`src/hw/rtl/dual_hbridge_reversal_lockout_macros.svh`:
```
// Assertion macros used by dhrl_motor of the dual H-bridge drive.
// Every macro samples on aclk and is disabled while aresetn is low.
`ifndef DUAL_HBRIDGE_REVERSAL_LOCKOUT_MACROS_SVH
`define DUAL_HBRIDGE_REVERSAL_LOCKOUT_MACROS_SVH

// The consequent must hold in the same cycle as the antecedent.
`define DHRL_ASSERT_SAME(label, ante, cons) \
    label: assert property (@(posedge aclk) disable iff (!aresetn) \
        (ante) |-> (cons)) else $error("dhrl same-cycle check failed");

// The consequent must hold in the cycle after the antecedent.
`define DHRL_ASSERT_NEXT(label, ante, cons) \
    label: assert property (@(posedge aclk) disable iff (!aresetn) \
        (ante) |=> (cons)) else $error("dhrl next-cycle check failed");

`endif

```
`src/hw/rtl/dhrl_pkg.sv`:
```
// Types, constants and the duty scaling function of the dual H-bridge drive.
// Has no dependencies; used by dhrl_motor and dual_hbridge_reversal_lockout.
package dhrl_pkg;

    localparam int DUTY_W = 7;
    localparam int CNT_W  = 16;
    localparam int SPEED_W = 8;

    localparam logic [CNT_W-1:0]          LOCKOUT_RESET = 16'd100;
    localparam logic signed [SPEED_W-1:0] SPEED_MAX     = 8'sd100;
    localparam logic signed [SPEED_W-1:0] SPEED_MIN     = -8'sd100;
    localparam logic [DUTY_W-1:0]         DUTY_OFFSET   = 7'd5;

    localparam logic FUNC_TICK   = 1'b0;
    localparam logic FUNC_DRIVE  = 1'b1;
    localparam logic MOTOR_LEFT  = 1'b0;
    localparam logic MOTOR_RIGHT = 1'b1;

    typedef struct packed {
        logic                      func;
        logic                      motor_sel;
        logic signed [SPEED_W-1:0] speed_cmd;
    } in_item_t;

    typedef struct packed {
        logic [DUTY_W-1:0] left_pos_duty;
        logic [DUTY_W-1:0] left_neg_duty;
        logic [DUTY_W-1:0] right_pos_duty;
        logic [DUTY_W-1:0] right_neg_duty;
        logic              applied;
    } out_item_t;

    typedef struct packed {
        logic                      tick;
        logic                      drive;
        logic signed [SPEED_W-1:0] speed;
    } motor_cmd_t;

    typedef struct packed {
        logic [DUTY_W-1:0] pos_duty;
        logic [DUTY_W-1:0] neg_duty;
        logic              applied;
    } motor_stat_t;

    // Duty is mag*95/100+5, i.e. floor(floor(mag*19/4)/5)+5.
    // The division by five uses 205/1024, exact for the values reached here.
    function automatic logic [DUTY_W-1:0] scale_duty(input logic [DUTY_W-1:0] mag);
        logic [11:0] prod19;
        logic [9:0]  quarter;
        logic [17:0] prod205;
        prod19  = 12'(mag) * 12'd19;
        quarter = prod19[11:2];
        prod205 = 18'(quarter) * 18'd205;
        return prod205[16:10] + DUTY_OFFSET;
    endfunction

endpackage

```
`src/hw/rtl/dhrl_motor.sv`:
```
// One motor of the dual H-bridge drive: lockout counters, duty registers
// and the command decision. Depends on dhrl_pkg and the shared macro header.
`include "dual_hbridge_reversal_lockout_macros.svh"

module dhrl_motor
    import dhrl_pkg::*;
(
    input  logic              aclk,
    input  logic              aresetn,
    input  logic              en,
    input  motor_cmd_t        cmd,
    input  logic [CNT_W-1:0]  lockout_count,
    output motor_stat_t       stat_next
);

    logic [CNT_W-1:0]  pos_cnt_reg, pos_cnt_next;
    logic [CNT_W-1:0]  neg_cnt_reg, neg_cnt_next;
    logic [DUTY_W-1:0] pos_duty_reg, pos_duty_next;
    logic [DUTY_W-1:0] neg_duty_reg, neg_duty_next;

    logic                in_range;
    logic                is_zero;
    logic                is_neg;
    logic [SPEED_W-1:0]  abs_speed;
    logic [DUTY_W-1:0]   scaled;
    logic                pos_ok;
    logic                neg_ok;
    logic                zero_ok;

    assign in_range  = (cmd.speed <= SPEED_MAX) && (cmd.speed >= SPEED_MIN);
    assign is_zero   = (cmd.speed == '0);
    assign is_neg    = cmd.speed[SPEED_W-1];
    assign abs_speed = is_neg ? (~cmd.speed + 8'd1) : cmd.speed;
    assign scaled    = scale_duty(abs_speed[DUTY_W-1:0]);

    assign zero_ok = cmd.drive && is_zero;
    assign pos_ok  = cmd.drive && in_range && !is_zero && !is_neg && (pos_cnt_reg == '0);
    assign neg_ok  = cmd.drive && in_range && is_neg && (neg_cnt_reg == '0);

    always_comb begin
        pos_cnt_next  = pos_cnt_reg;
        neg_cnt_next  = neg_cnt_reg;
        pos_duty_next = pos_duty_reg;
        neg_duty_next = neg_duty_reg;
        priority if (cmd.tick) begin
            if (pos_cnt_reg != '0) begin
                pos_cnt_next = pos_cnt_reg - 16'd1;
            end
            if (neg_cnt_reg != '0) begin
                neg_cnt_next = neg_cnt_reg - 16'd1;
            end
        end else if (zero_ok) begin
            pos_duty_next = '0;
            neg_duty_next = '0;
        end else if (pos_ok) begin
            neg_cnt_next  = lockout_count;
            neg_duty_next = '0;
            pos_duty_next = scaled;
        end else if (neg_ok) begin
            pos_cnt_next  = lockout_count;
            pos_duty_next = '0;
            neg_duty_next = scaled;
        end else begin
            pos_duty_next = pos_duty_reg;
        end
    end

    assign stat_next.pos_duty = pos_duty_next;
    assign stat_next.neg_duty = neg_duty_next;
    assign stat_next.applied  = zero_ok || pos_ok || neg_ok;

    always_ff @(posedge aclk) begin
        if (!aresetn) begin
            pos_cnt_reg  <= LOCKOUT_RESET;
            neg_cnt_reg  <= LOCKOUT_RESET;
            pos_duty_reg <= '0;
            neg_duty_reg <= '0;
        end else if (en) begin
            pos_cnt_reg  <= pos_cnt_next;
            neg_cnt_reg  <= neg_cnt_next;
            pos_duty_reg <= pos_duty_next;
            neg_duty_reg <= neg_duty_next;
        end
    end

    `DHRL_ASSERT_SAME(a_one_direction, pos_duty_reg != '0, neg_duty_reg == '0)
    `DHRL_ASSERT_SAME(a_duty_range, 1'b1, (pos_duty_reg <= 7'd100) && (neg_duty_reg <= 7'd100))
    `DHRL_ASSERT_NEXT(a_pos_reload, en && pos_ok, neg_cnt_reg == $past(lockout_count))
    `DHRL_ASSERT_NEXT(a_neg_reload, en && neg_ok, pos_cnt_reg == $past(lockout_count))
    `DHRL_ASSERT_NEXT(a_tick_count, en && cmd.tick && (pos_cnt_reg != '0),
                      pos_cnt_reg == $past(pos_cnt_reg) - 16'd1)

endmodule

```
`src/hw/rtl/dual_hbridge_reversal_lockout.sv`:
```
// Top level of the dual H-bridge drive with reversal lockout.
// Depends on dhrl_pkg and instantiates dhrl_motor twice.

// Each transaction on the s_ channel is a tick or a drive command and yields
// exactly one result transaction on the m_ channel carrying all four duties
// after it and the applied flag. An accepted transaction is held in the input
// register, decided by the per-motor logic while held there and captured in
// the result register when it advances, which waits while a result is offered
// and m_ready is low; one transaction per cycle is sustained while m_ready is
// high. The input register accepts while empty or handing its transaction
// on. The user is to write the lockout register through cfg_valid/cfg_data
// only while the block is idle; the block itself does not enforce this.
module dual_hbridge_reversal_lockout
    import dhrl_pkg::*;
(
    input  logic             aclk,
    input  logic             aresetn,
    input  logic             s_valid,
    output logic             s_ready,
    input  in_item_t         s_data,
    output logic             m_valid,
    input  logic             m_ready,
    output out_item_t        m_data,
    input  logic             cfg_valid,
    output logic             cfg_ready,
    input  logic [CNT_W-1:0] cfg_data
);

    logic             in_valid_reg;
    in_item_t         in_data_reg;
    logic             out_valid_reg;
    out_item_t        out_data_reg, out_data_next;
    logic [CNT_W-1:0] lockout_reg;
    logic             advance;

    motor_cmd_t  left_cmd, right_cmd;
    motor_stat_t left_stat, right_stat;

    assign advance   = in_valid_reg && (!out_valid_reg || m_ready);
    assign s_ready   = !in_valid_reg || advance;
    assign cfg_ready = 1'b1;
    assign m_valid   = out_valid_reg;
    assign m_data    = out_data_reg;

    always_comb begin
        left_cmd.tick   = (in_data_reg.func == FUNC_TICK);
        left_cmd.drive  = (in_data_reg.func == FUNC_DRIVE) &&
                          (in_data_reg.motor_sel == MOTOR_LEFT);
        left_cmd.speed  = in_data_reg.speed_cmd;
        right_cmd.tick  = (in_data_reg.func == FUNC_TICK);
        right_cmd.drive = (in_data_reg.func == FUNC_DRIVE) &&
                          (in_data_reg.motor_sel == MOTOR_RIGHT);
        right_cmd.speed = in_data_reg.speed_cmd;
    end

    dhrl_motor u_left (
        .aclk          (aclk),
        .aresetn       (aresetn),
        .en            (advance),
        .cmd           (left_cmd),
        .lockout_count (lockout_reg),
        .stat_next     (left_stat)
    );

    dhrl_motor u_right (
        .aclk          (aclk),
        .aresetn       (aresetn),
        .en            (advance),
        .cmd           (right_cmd),
        .lockout_count (lockout_reg),
        .stat_next     (right_stat)
    );

    always_comb begin
        out_data_next.left_pos_duty  = left_stat.pos_duty;
        out_data_next.left_neg_duty  = left_stat.neg_duty;
        out_data_next.right_pos_duty = right_stat.pos_duty;
        out_data_next.right_neg_duty = right_stat.neg_duty;
        out_data_next.applied        = left_stat.applied || right_stat.applied;
    end

    always_ff @(posedge aclk) begin
        if (!aresetn) begin
            in_valid_reg  <= 1'b0;
            out_valid_reg <= 1'b0;
            lockout_reg   <= LOCKOUT_RESET;
        end else begin
            if (s_ready) begin
                in_valid_reg <= s_valid;
            end
            if (advance) begin
                out_valid_reg <= 1'b1;
            end else if (m_ready) begin
                out_valid_reg <= 1'b0;
            end
            if (cfg_valid) begin
                lockout_reg <= cfg_data;
            end
        end
    end

    always_ff @(posedge aclk) begin
        if (s_valid && s_ready) begin
            in_data_reg <= s_data;
        end
        if (advance) begin
            out_data_reg <= out_data_next;
        end
    end

endmodule
```
`config.mk`:
```
export PLATFORM = sky130hd
export DESIGN_NAME = dual_hbridge_reversal_lockout
export DESIGN_NICKNAME = d
export VERILOG_FILES = /design/src/hw/rtl/dhrl_pkg.sv /design/src/hw/rtl/dhrl_motor.sv /design/src/hw/rtl/dual_hbridge_reversal_lockout.sv
export VERILOG_INCLUDE_DIRS = /design/src /design/src/hw/rtl
export SDC_FILE = /design/constraint.sdc
export NUM_CORES = 1
export LEC_CHECK = 0
export BUFFER_PORTS_ARGS = -buffer_cell sky130_fd_sc_hd__buf_2
export CORE_MARGIN = 2
export CORE_UTILIZATION = 52
export DETAILED_ROUTE_END_ITERATION = 8
export GPL_TIMING_DRIVEN = 1
export PLACE_DENSITY_LB_ADDON = 0.05
export SLEW_MARGIN = 0
export SYNTH_ARGS = -nofsm -noshare
export SYNTH_HDL_FRONTEND = slang
export SYNTH_HIERARCHICAL = 1
export SYNTH_SLANG_ARGS = --single-unit
```
`constraint.sdc`:
```
create_clock -name aclk -period 8.5 [get_ports aclk]
set_input_delay 1.7 -clock aclk [delete_from_list [all_inputs] [get_ports aclk]]
set_output_delay 1.7 -clock aclk [all_outputs]
set_load 0.03 [all_outputs]
```
==> run metrics, run 1 <==
min-delay src=u_left/pos_duty_reg[3]; ys async rst share=0%; Mapped Area=0.0120 sq mm; Final setup viols=0; Worst Reg2Reg Path Length in Cells=27; RD Place Congestion=between 0.8 and 0.9; number of flip-flops in the largest register=29; Crit-path slowest cell=fa_1; Synth Area per Inst=just under 9 sq um; most frequent cells in the layout=135 x inv_1, 130 x ha_1, 120 x nor2_1, 111 x nand2_1, 110 x dfxtp_1; share of post-route cells with drive strength above 1=between 10% and 20%; top-level I/O count=63; Synth top area share=around 18%; WL final=about 28 mm; critical path class=reg -> reg; EDFF count, synth=39; R2R setup slack=between 400 and 500 ps; status=finished clean; area occupied by multi-input gates=0.00797 sq mm; Reg-to-Reg End=m_data[28]; Core Region=roughly 0.023 sq mm; TritonCTS clock tree=done; worst hold path depth=2; Die Span Y=between 150 and 200 microns; placed inst area=approximately 0.012 sq mm; Worst slew margin=approximately 29%; # DRC=0; global-route wire length before repair=approximately 47 mm; DRT iter0 DRCs=between 600 and 700; Setup crit start kind=flip-flop; largest net degree at the start of global routing=85; final core occ=about 58%; Hold WC Path Type=reg -> reg; CP Capture Type=flip-flop; Clock Pin Slew Worst Setup and Hold Paths=around 60 ps; Num Clock Sinks=roughly 150; Synth area leaders=dfxtp_1 18%, ha_1 14%, edfxtp_1 9.8%; syn nets=between 1.5k and 2k; Post-CTS Hold Buffers=0; area leader, netlist=dfxtp_1; worst-skew pair later-pin latency=roughly 430 ps; Yosys cell types=between 100 and 150; TritonCTS Buffers=17; GRT Residual Overflow=0; fmax=between 0.1 and 0.15 GHz; area delta synth->final=10.6%; Final min period=approximately 8000 ps; Critical Path Fanout Max=12; DP HPWL=around 21 mm; Storage cell area=0.00337 sq mm; DR vias=9949; drt first pass iters=5; Most used DFF post-synth=dfxtp_1; clock root cell=clkbuf_16; Die Width=between 150 and 200 microns; Max-cap violations=0; Die Area=roughly 0.024 sq mm; most common cell after layout, fill and taps aside=inv_1; synthesized flop and latch total=149; vias in the first global route=slightly above 9k; row count=55; Routed wire per std cell=16.7 microns; H-Tree Depth=4; initial core utilization=52.9%; port bufs=61; worst-case clock buffer depth=2; post-route ant nets=0; Final Cell Area=0.0132 sq mm; setup TNS=0 ps; Post-Syn Instances=roughly 1.4k; Critical R2R Launch=in_data_reg[2]; vias per cell=slightly below 6; crit path DAT=8180 ps; RSZ-0062 raised after global routing=false; post-route clock period utilization=94.3%; Hold Fails Final Rpt=0; Fill cells=2046; CP peak stage delay=approximately 550 ps; final net count=between 1.5k and 2k; Ys Warns=6; hold endpoint=u_left/pos_duty_reg[3]; required time of the critical path=just under 9000 ps; post-synthesis sequential area ratio=28.2%; initial antenna violation count=4; Worst Skew=8.59 ps; Slew @ Worst Pin=roughly 1100 ps; GRT Total Usage=23.8%; Max Slew Vio Count=0
## metal layers
metal | routed length (microns) | part of all wire, % | vias to the layer above | track usage (%)
met1 | 13800 | 48 | 4761 | 33.8
met2 | 13100 | 46 | 199 | 38.4
met3 | 1320 | 4.6 | 21 | 3.78
li1 | - | - | 4966 | -
met5 | 13 | 0.046 | - | 0
met4 | 286 | 1.0 | 2 | 5.07
## critical path, delay by kind of cell, from the launching register on
kind | cells | cell delay, ps
simple gates | 5 | 1230
fa+ha+maj | 7 | 2920
xor+xnor | 4 | 1020
buf+inv | 4 | 280
flops | 1 | 540
compound gates | 7 | 1750
## synth_stat cells (all sizes together), types with 6 or more instances
library cell	n
a21o	13
a21oi	68
a22o	8
a22oi	8
a31oi	26
a41oi	13
and2	20
buf	25
clkbuf	25
dfxtp	110
edfxtp	39
fa	38
ha	130
inv	136
mux2i	21
nand2	112
nand2b	10
nand3	21
nor2	121
nor2b	37
nor3	36
nor4	9
o211ai	9
o21a	19
o21ai	90
o221a	17
o22ai	16
o2bb2ai	6
o311a	6
o31ai	7
or3	13
xnor2	46
xor2	13
## kinds of logic (layout without fill, tap and decap cells)
family,after synthesis,after routing,synth area share [%]
adders and majority gates,168,168,19.9
muxes,22,22,1.88
and+or+nand+nor,415,415,17.4
DFF,149,149,28.2
AOI/OAI and AO/OA,365,365,21.7
buffers and inverters,186,238,6.41
xor gates and xnor gates,59,59,4.44
other,1,4,0.0313
## cell type report
| type | instances | area share, % |
|---|---|---|
| multi-input combinational | 1030 | 60.2 |
| sequential | 149 | 25.5 |
| inverter | 136 | 3.87 |
| clock buffer | 22 | 3.51 |
| timing repair buffer | 70 | 2.82 |
| tap | 285 | 2.69 |
| clock inverter | 10 | 1.34 |
| antenna | 3 | 0.0567 |
## stage by stage
stage	instances	worst slack [ps]	hold WS [ps]
2_1_floorplan	1365	920	425
3_3_place_gp	1667	421	437
3_5_place_dp	1667	255	442
4_1_cts	1699	246	455
5_1_grt	1703	15.1	480
6_report	1705	481	455
## how the worst max path moves through the flow
stage	start	depth (start not counted)	slack, ps	end
CTS	in_data_reg[0]	28	250	m_data[25]
detailed placement	in_data_reg[0]	28	260	m_data[7]
global placement	in_data_reg[0]	28	420	m_data[25]
floorplan	in_data_reg[0]	28	920	m_data[13]
finish	in_data_reg[2]	27	480	m_data[28]
global route	in_data_reg[1]	30	20	m_data[20]
## timing repair
item | CTS | global route
setup endpoints to repair | 0 | 33
buffers inserted | 0 | 3
gates resized for setup | 0 | 19
Power of run 1 is left out: the tool's default activity adds up to more than one toggle a clock period on the data nets, which glitch-free logic cannot reach.
==> inputs of run 2 (changes only) <==
--- a/config.mk
+++ b/config.mk
@@ -11,7 +11,8 @@
 export CORE_UTILIZATION = 52
 export DETAILED_ROUTE_END_ITERATION = 8
 export GPL_TIMING_DRIVEN = 1
-export PLACE_DENSITY_LB_ADDON = 0.05
+export PLACE_DENSITY_LB_ADDON = 0.1
+export SKIP_LAST_GASP = 1
 export SLEW_MARGIN = 0
 export SYNTH_ARGS = -nofsm -noshare
 export SYNTH_HDL_FRONTEND = slang
==> run metrics, run 2 (synthesis results as in run 1) <==
critical path class=reg -> reg; drt first pass iters=8 (+3); Worst slew margin=22.9% (-5.6 points); area delta synth->final=9.94%; Critical Path Fanout Max=4 (-8); number of flip-flops in the largest register=29 (unchanged); Crit-path slowest cell=fa_1; post-route clock period utilization=94.5% (+0.12 points); Final min period=8030 ps (+10.2 ps); Slew @ Worst Pin=1140 ps (+71.6 ps); Max-cap violations=0 (unchanged); Worst Skew=8.41 ps (-0.174 ps); Clock Pin Slew Worst Setup and Hold Paths=60 ps (about the same); # DRC=0 (unchanged); worst-case clock buffer depth=2 (unchanged); CP peak stage delay=540 ps (about the same); Reg-to-Reg End=m_data[27]; TritonCTS Buffers=17 (unchanged); post-route ant nets=0 (unchanged); status=finished clean; vias per cell=5.84 (+0.12%); H-Tree Depth=4 (unchanged); TritonCTS clock tree=done; fmax=0.125 GHz (-0.13%); most frequent cells in the layout=135 x inv_1, 130 x ha_1, 120 x nor2_1, 111 x nand2_1, 110 x dfxtp_1; row count=55 (unchanged); Fill cells=2009 (-1.8%); Worst Reg2Reg Path Length in Cells=30 (+11%); R2R setup slack=470 ps (about the same); top-level I/O count=63 (unchanged); Setup crit start kind=flip-flop; port bufs=61 (unchanged); Core Region=0.0226 sq mm (unchanged); CP Capture Type=flip-flop; worst-skew pair later-pin latency=430 ps (about the same); Critical path origin=in_data_reg[1]; Critical R2R Launch=in_data_reg[1]; crit path DAT=8190 ps (about the same); Routed wire per std cell=16.4 microns (-1.8%); Max Slew Vio Count=0 (unchanged); Num Clock Sinks=149 (unchanged); GRT Residual Overflow=0 (unchanged); initial core utilization=52.9% (unchanged); Final setup viols=0 (unchanged); global-route wire length before repair=46.4 mm (-1.1%); share of post-route cells with drive strength above 1=11.9% (-0.13 points); Die Span Y=156 microns (unchanged); hold slack final=451 ps (-4.15 ps); largest net degree at the start of global routing=71 (-16%); vias in the first global route=9322 (+0.16%); Setup crit end=m_data[27]; most common cell after layout, fill and taps aside=inv_1; final net count=1602 (-0.062%); DRT iter0 DRCs=616 (+1.5%); Hold Fails Final Rpt=0 (unchanged); required time of the critical path=8660 ps (about the same); WL final=27.9 mm (-1.9%); Die Area=0.0243 sq mm (unchanged); RSZ-0062 raised after global routing=true; DP HPWL=20.7 mm (-0.87%); clock root cell=clkbuf_16; Die Width=156 microns (unchanged); initial antenna violation count=5 (+1); GRT Total Usage=23.4% (-0.38 points); CP dominant cell by count=inv_1; RD Place Congestion=0.887 (+1.6%); Hold WC Path Type=reg -> reg; Post-CTS Hold Buffers=0 (unchanged); DR vias=9955 (+0.060%)
## run 2: worst min path at each step
stage / cells past startpoint / endpoint / slack [ps] / startpoint
after floorplan: 2 / u_left/neg_duty_reg[2] / 420 / u_left/neg_duty_reg[2]
after global placement: 2 / u_left/neg_duty_reg[3] / 440 / u_left/neg_duty_reg[3]
after detailed placement: 2 / u_left/neg_duty_reg[6] / 440 / u_left/neg_duty_reg[6]
after CTS: 2 / u_left/neg_duty_reg[6] / 450 / u_left/neg_duty_reg[6]
after global routing: 2 / u_left/neg_duty_reg[6] / 470 / u_left/neg_duty_reg[6]
final: 2 / u_left/neg_duty_reg[6] / 450 / u_left/neg_duty_reg[6]
## run 2: timing repair
action                     4_1_cts  5_1_grt
gates resized for setup          0       17
setup endpoints to repair        0       35
setup buffers                    0        4
hold endpoints to repair         0        0
## run 2: cell type report
cell class                      instances  area [sq um]  area share (%)
Antenna cell                            3          7.51          0.0570
Clock buffer                           20           447            3.39
Clock inverter                         12           154            1.17
Inverter                              136           512            3.89
Multi-Input combinational cell       1030          7950            60.4
Sequential cell                       149          3370            25.6
Tap cell                              285           357            2.71
Timing Repair Buffer                   69           365            2.78
## run 2: per-layer routing
metal	global-route usage (%)	vias up	routed length (microns)
met5	0	-	27
met1	33.3	4734	13500
met3	4.06	26	1330
li1	-	4960	-
met2	37.1	231	12700
met4	5.64	4	370
## run 2: worst max-delay path, delay by kind of cell (launching register included)
family / cells / cell delay [ps]
adder cells (fa/ha/maj): 8 / 3020
buffers and inverters: 6 / 460
AO/OA/AOI/OAI: 7 / 1360
flip-flops: 1 / 420
AND/OR/NAND/NOR: 5 / 1360
XOR/XNOR: 4 / 1130
## run 2: per-stage QoR
| step | setup WS [ps] | utilization (%) | TNS, ps | std cells | instance area [sq um] |
|---|---|---|---|---|---|
| after floorplan | 920 | - | 0 | 1365 | 12000 |
| after global placement | 472 | 54.8 | 0 | 1665 | 12400 |
| after detailed placement | 258 | 54.8 | 0 | 1665 | 12400 |
| after CTS | 219 | 57.5 | 0 | 1697 | 13000 |
| after global routing | -32.7 | 58.1 | -32.7 | 1702 | 13200 |
| final | 471 | 58.1 | 0 | 1704 | 13200 |
Power of run 2 is left out for the same reason.
